[config.mk]
export PLATFORM = sky130hd
export DESIGN_NAME = agm_ctrl
export DESIGN_NICKNAME = d
export VERILOG_FILES = /design/src/design/agm_pkg.sv /design/src/design/agm_ctrl.sv
export SDC_FILE = /design/constraint.sdc
export NUM_CORES = 1
export LEC_CHECK = 0
export BUFFER_PORTS_ARGS = -buffer_cell sky130_fd_sc_hd__clkbuf_2
export CAP_MARGIN = 20
export CORE_AREA = 3 3 40 42
export DETAILED_ROUTE_END_ITERATION = 16
export DIE_AREA = 0 0 43 45
export SKIP_LAST_GASP = 1
export SLEW_MARGIN = 5
export SYNTH_ARGS = -nofsm -noshare
export SYNTH_HDL_FRONTEND = slang
export SYNTH_SLANG_ARGS = --single-unit
[constraint.sdc]
create_clock -name clock -period 1.4 [get_ports clock]
set_input_delay 0.28 -clock clock [delete_from_list [all_inputs] [get_ports clock]]
set_output_delay 0.28 -clock clock [all_outputs]
set_load 0.05 [all_outputs]
[src/design/agm_pkg.sv]
// shared types, codes and constants of the auto-growing key row map
package agm_pkg;

   localparam int MAX_ROWS_DEF             = 1024;
   localparam int MAX_KEYS_PER_REQUEST_DEF = 65536;

   localparam int KEY_W    = 64;
   localparam int STATUS_W = 3;
   localparam int ROWIDX_W = 10;
   localparam int SRCOFF_W = 22;
   localparam int DSTOFF_W = 28;
   localparam int POSOFF_W = 16;
   localparam int CAP_W    = 11;
   localparam int WIDTH_W  = 13;
   localparam int CSR_IDX_W  = 2;
   localparam int CSR_DATA_W = 13;

   localparam logic [STATUS_W-1:0] ST_HIT       = 3'd0;
   localparam logic [STATUS_W-1:0] ST_INSERTED  = 3'd1;
   localparam logic [STATUS_W-1:0] ST_ZERO_FILL = 3'd2;
   localparam logic [STATUS_W-1:0] ST_NOT_FOUND = 3'd3;
   localparam logic [STATUS_W-1:0] ST_FULL      = 3'd4;

   localparam logic [CSR_IDX_W-1:0] CSR_AUTO_GROW    = 2'd0;
   localparam logic [CSR_IDX_W-1:0] CSR_TEST_MODE    = 2'd1;
   localparam logic [CSR_IDX_W-1:0] CSR_ROW_CAPACITY = 2'd2;
   localparam logic [CSR_IDX_W-1:0] CSR_ROW_WIDTH    = 2'd3;

   typedef enum logic [1:0] {
      S_IDLE,
      S_SCAN,
      S_RESOLVE,
      S_MUL
   } state_type;

   typedef struct packed {
      logic start;
      logic scan;
      logic resolve;
      logic load;
   } cmd_type;

   typedef struct packed {
      logic scan_done;
      logic rsp_free;
   } sts_type;

endpackage

[src/design/agm_ctrl.sv]
// controller state machine for the key row map
module agm_ctrl (
   input  logic               clock,
   input  logic               reset,
   input  logic               req_valid,
   output logic               req_ready,
   input  agm_pkg::sts_type   sts,
   output agm_pkg::cmd_type   cmd,
   output agm_pkg::state_type state
);
   import agm_pkg::*;

   state_type state_ff, state_in;

   always_ff @(posedge clock) begin
      if (reset) state_ff <= S_IDLE;
      else       state_ff <= state_in;
   end

   always_comb begin
      state_in = state_ff;
      case (state_ff)
         S_IDLE:    if (req_valid) state_in = S_SCAN;
         S_SCAN:    if (sts.scan_done) state_in = S_RESOLVE;
         S_RESOLVE: state_in = S_MUL;
         S_MUL:     if (sts.rsp_free) state_in = S_IDLE;
         default:   state_in = S_IDLE;
      endcase
   end

   always_comb begin
      cmd       = '0;
      req_ready = 1'b0;
      case (state_ff)
         S_IDLE: begin
            req_ready = 1'b1;
            cmd.start = req_valid;
         end
         S_SCAN:    cmd.scan = 1'b1;
         S_RESOLVE: cmd.resolve = 1'b1;
         S_MUL:     cmd.load = sts.rsp_free;
         default:   cmd = '0;
      endcase
   end

   assign state = state_ff;
endmodule

Word-level counts from Yosys, hierarchy flattened
Index checks and enable logic that the tools add are counted.

storage, ports and cells
  register bits = 2
  latch bits = 0
  memory bits (writable) = 0
  ROM bits = 0
  bits of input ports = 5
  output and inout bits = 7
  word-level logic and storage cells = 18
  memories = 0

cells by class
  add/subtract/negate cells = 0
  multipliers = 0
  divide/modulo/power cells = 0
  magnitude comparators = 0
  equal/unequal tests = 6
  shift operators = 0
  muxes and demuxes = 9
  bitwise gates (word level) = 0
  reduce and logical (&&, ||, !) cells = 2

operators with widths
  kind                                                                   number
  2-bit case mux with 4 select lines                                     1
  2-bit two-way mux                                                      3
  2-bit != test, second input constant                                   3
  1-bit two-way mux                                                      5
  2-bit equality test, second input constant                             2
  3-bit AND reduction                                                    1
  2-bit by 1-bit equality test with 1-bit output, second input constant  1
  2-bit logical NOT                                                      1

Longest topological paths before layout
  depth in word-level cells = 3
  gate-level depth with buffers = 5
  gate-level depth less buffers = 5

Worst setup path before layout
Ideal clock, no wire load.

  path kind = register to output
  from = reg state_ff[0] (netlist: state[0])
  to = out cmd[3] in the netlist's numbering
  data arrival time = 1677 ps
  required time = 1120 ps
  path slack = -557 ps
  cell stages (with the launch flop) = 4
  path buffers = 0
  path through = dfxtp_1 > inv_1 > ha_1 > and2_1

RTL lines
  element                 line            source
  start, declared         agm_ctrl.sv:13  state_type state_ff, state_in;
  start signal, assigned  agm_ctrl.sv:17  else state_ff <= state_in;
  end, declared           agm_ctrl.sv:8   output agm_pkg::cmd_type cmd,

==> reports/metrics.csv <==
stage,metric,value,unit
run_status,status,finished clean,
grt,Overflow after GRT,0,
finish,max reg flops,2,
synthesis,net count after synthesis,28,
clocking,TritonCTS clock tree,yes,
setup_path,Reg2Reg Depth,5,
sta,Max Slew Vio Count,0,
setup_path,R2R Setup Slk,0.15,ns
route,Initial DRT Pass Iterations,1,
route,Post-DRT Antenna Nets,0,
sta,fmax,726,MHz
setup_path,"Req. time, crit path",1.12,ns
clocking,number of buffers created by CTS,3,
place,Place WS,0.0736,ns
die,Die Height,45,um
sta,"Hold Vio Cnt, Final",0,
clocking,worst-skew pair later-pin latency,0.23,ns
clocking,# hold bufs at CTS,0,
grt,GRT Resource Usage Total,5.57,%
synthesis,Synth top area share,27.8,%
min_path,hold path endpoint,state[0],
route,vias post-DR,190,
place,port bufs,11,
grt,vias in the first global route,192,
route,Via density,3.88,
synthesis,Mapped Area,180,um2
synthesis,post-synth cell types,12,
die,core area,0.00128,mm2
setup_path,crit path kind,reg2out,
sta,Hold WS,0.227,ns
min_path,hold wc startpoint,reset,
finish,Layout Nets,45,
sta,setup violators final,0,
synthesis,Yosys warnings,0,
sta,post-route setup slack,0.0232,ns
die,Die W,43,um
synthesis,Mapped Cells,19,
route,WL/cell,9.39,um
min_path,Hold Path Stages,2,
clocking,H-tree levels,1,
route,DR DRC count,0,
grt,global-route wire length before repair,765,um
clocking,clock-pin slew on the worst setup and hold paths,0.03,ns
setup_path,FF-to-FF Start,state[1],
min_path,HP Class,in2reg,
finish,final core utilization,27.7,%
finish,Layout Cells excl Fill,49,
place,gpl congestion,0.730,
route,initial DRC count,0,
clocking,root buf cell,clkbuf_4,
die,num rows,13,
route,DRT Wirelength,460,um
finish,layout cells sized above 1,79.4,%
setup_path,WP data arrival,1.10,ns
synthesis,sequential area share after synthesis,22.2,%
setup_path,Worst Path Max Fanout,4,
sta,fin crit share,98.3,%
clocking,CTS Sinks,2,
synthesis,cell accounting for the most synthesized area,ha_1,
die,die area,0.00194,mm2
synthesis,cells taking the most area after synthesis,"ha_1 (28%), dfxtp_1 (22%), nor2b_4 (7.6%)",
finish,number of fillers in the final layout,143,
sta,measured slew at the worst slew-check pin,0.278,ns
setup_path,worst r2r dst,state[0],
synthesis,count of state elements after synthesis,2,
finish,"Area growth, synth to finish",97.2,%
grt,initial antenna violation count,0,
grt,pin count of the biggest net entering global routing,6,
die,IO Pins,12,
sta,RSZ-0062 raised after global routing,yes,
finish,ANT cells,0,
sta,Rel. slew slack,81.6,%
flow_run,MaxCap Viol Count,0,
synthesis,Mean Syn Cell Area,9.48,um2
setup_path,Crit. End Element,output pin,
place,Cells after DPL,45,
sta,min Tclk post-route,1.38,ns
die,Initial Util,14.0,%
sta,Max Clock Skew,0.00454,ns
clocking,clk buf depth,2,
setup_path,Startpoint Class,flop,
## routing by layer
metal	global-route usage, %	vias to the layer above	share of wire, %
li1	-	95	-
met1	6.73	81	44
met2	6.89	14	39
met3	5.18	0	17
met4	1.81	0	0
met5	0	-	0
## how the worst max path moves through the flow
stage	end	slack, ns	cells past startpoint	startpoint
finish	cmd[3]	0.02	4	state[0]
global route	cmd[3]	-0.03	4	state[1]
CTS	cmd[3]	-0.02	4	state[0]
detailed placement	cmd[3]	0.07	4	state[0]
global placement	cmd[3]	0.09	4	state[0]
floorplan	state[0]	-0.005	5	state[1]
## cells by family after synthesis
| group | share of synthesized area, % |
|---|---|
| buf+inv | 6.25 |
| compound gates | 9.03 |
| flops | 22.2 |
| simple gates | 29.2 |
| fa+ha+maj | 27.8 |
| mux | 5.56 |
## cell usage in the layout, fill, tap and decap left out, drive strengths merged
cell / n
clkbuf: 12
ha: 4
inv: 3
buf: 3
and2: 2
nand2b: 2
dfxtp: 2
nor2b: 2
a211o: 1
mux2i: 1
nor4: 1
a211oi: 1
## through the flow
| stage | setup TNS, ns | cell area [um2] |
|---|---|---|
| detailed placement | 0 | 297 |
| floorplan | -0.00488 | 223 |
| CTS | -0.0293 | 339 |
| finish | 0 | 355 |
| global placement | 0 | 297 |
| global route | -0.0257 | 355 |
## Yosys cell counts
master    n
nor4_1    1
inv_1     3
a211o_1   1
mux2i_1   1
ha_1      4
and2_2    1
nor2b_4   1
nand2b_1  2
dfxtp_1   2
and2_1    1
a211oi_1  1
nor2b_1   1
## repair_timing
action / 4_1_cts / 5_1_grt
setup endpoints to repair: 4 / 3
gates cloned: 0 / 0
buffers inserted: 0 / 1
resized for setup: 6 / 5
## area by class of cell
type | count | area (um2) | area share (%)
inverters | 3 | 16.3 | 4.58
multi-input cells | 14 | 165 | 46.5
repair buffers | 12 | 85.1 | 23.9
clock buffers | 3 | 22.5 | 6.34
flip-flops and latches | 2 | 47.5 | 13.4
well taps | 15 | 18.8 | 5.28
## critical path, cell delays in order, from the launching register on
cell and delay, ns:
dfxtp_4 0.38, inv_4 0.05, ha_4 0.16, and2_4 0.14, buf_8 0.14
Power is not shown: default switching activity piles up to over one toggle a cycle in this logic, so the estimate is an artifact.
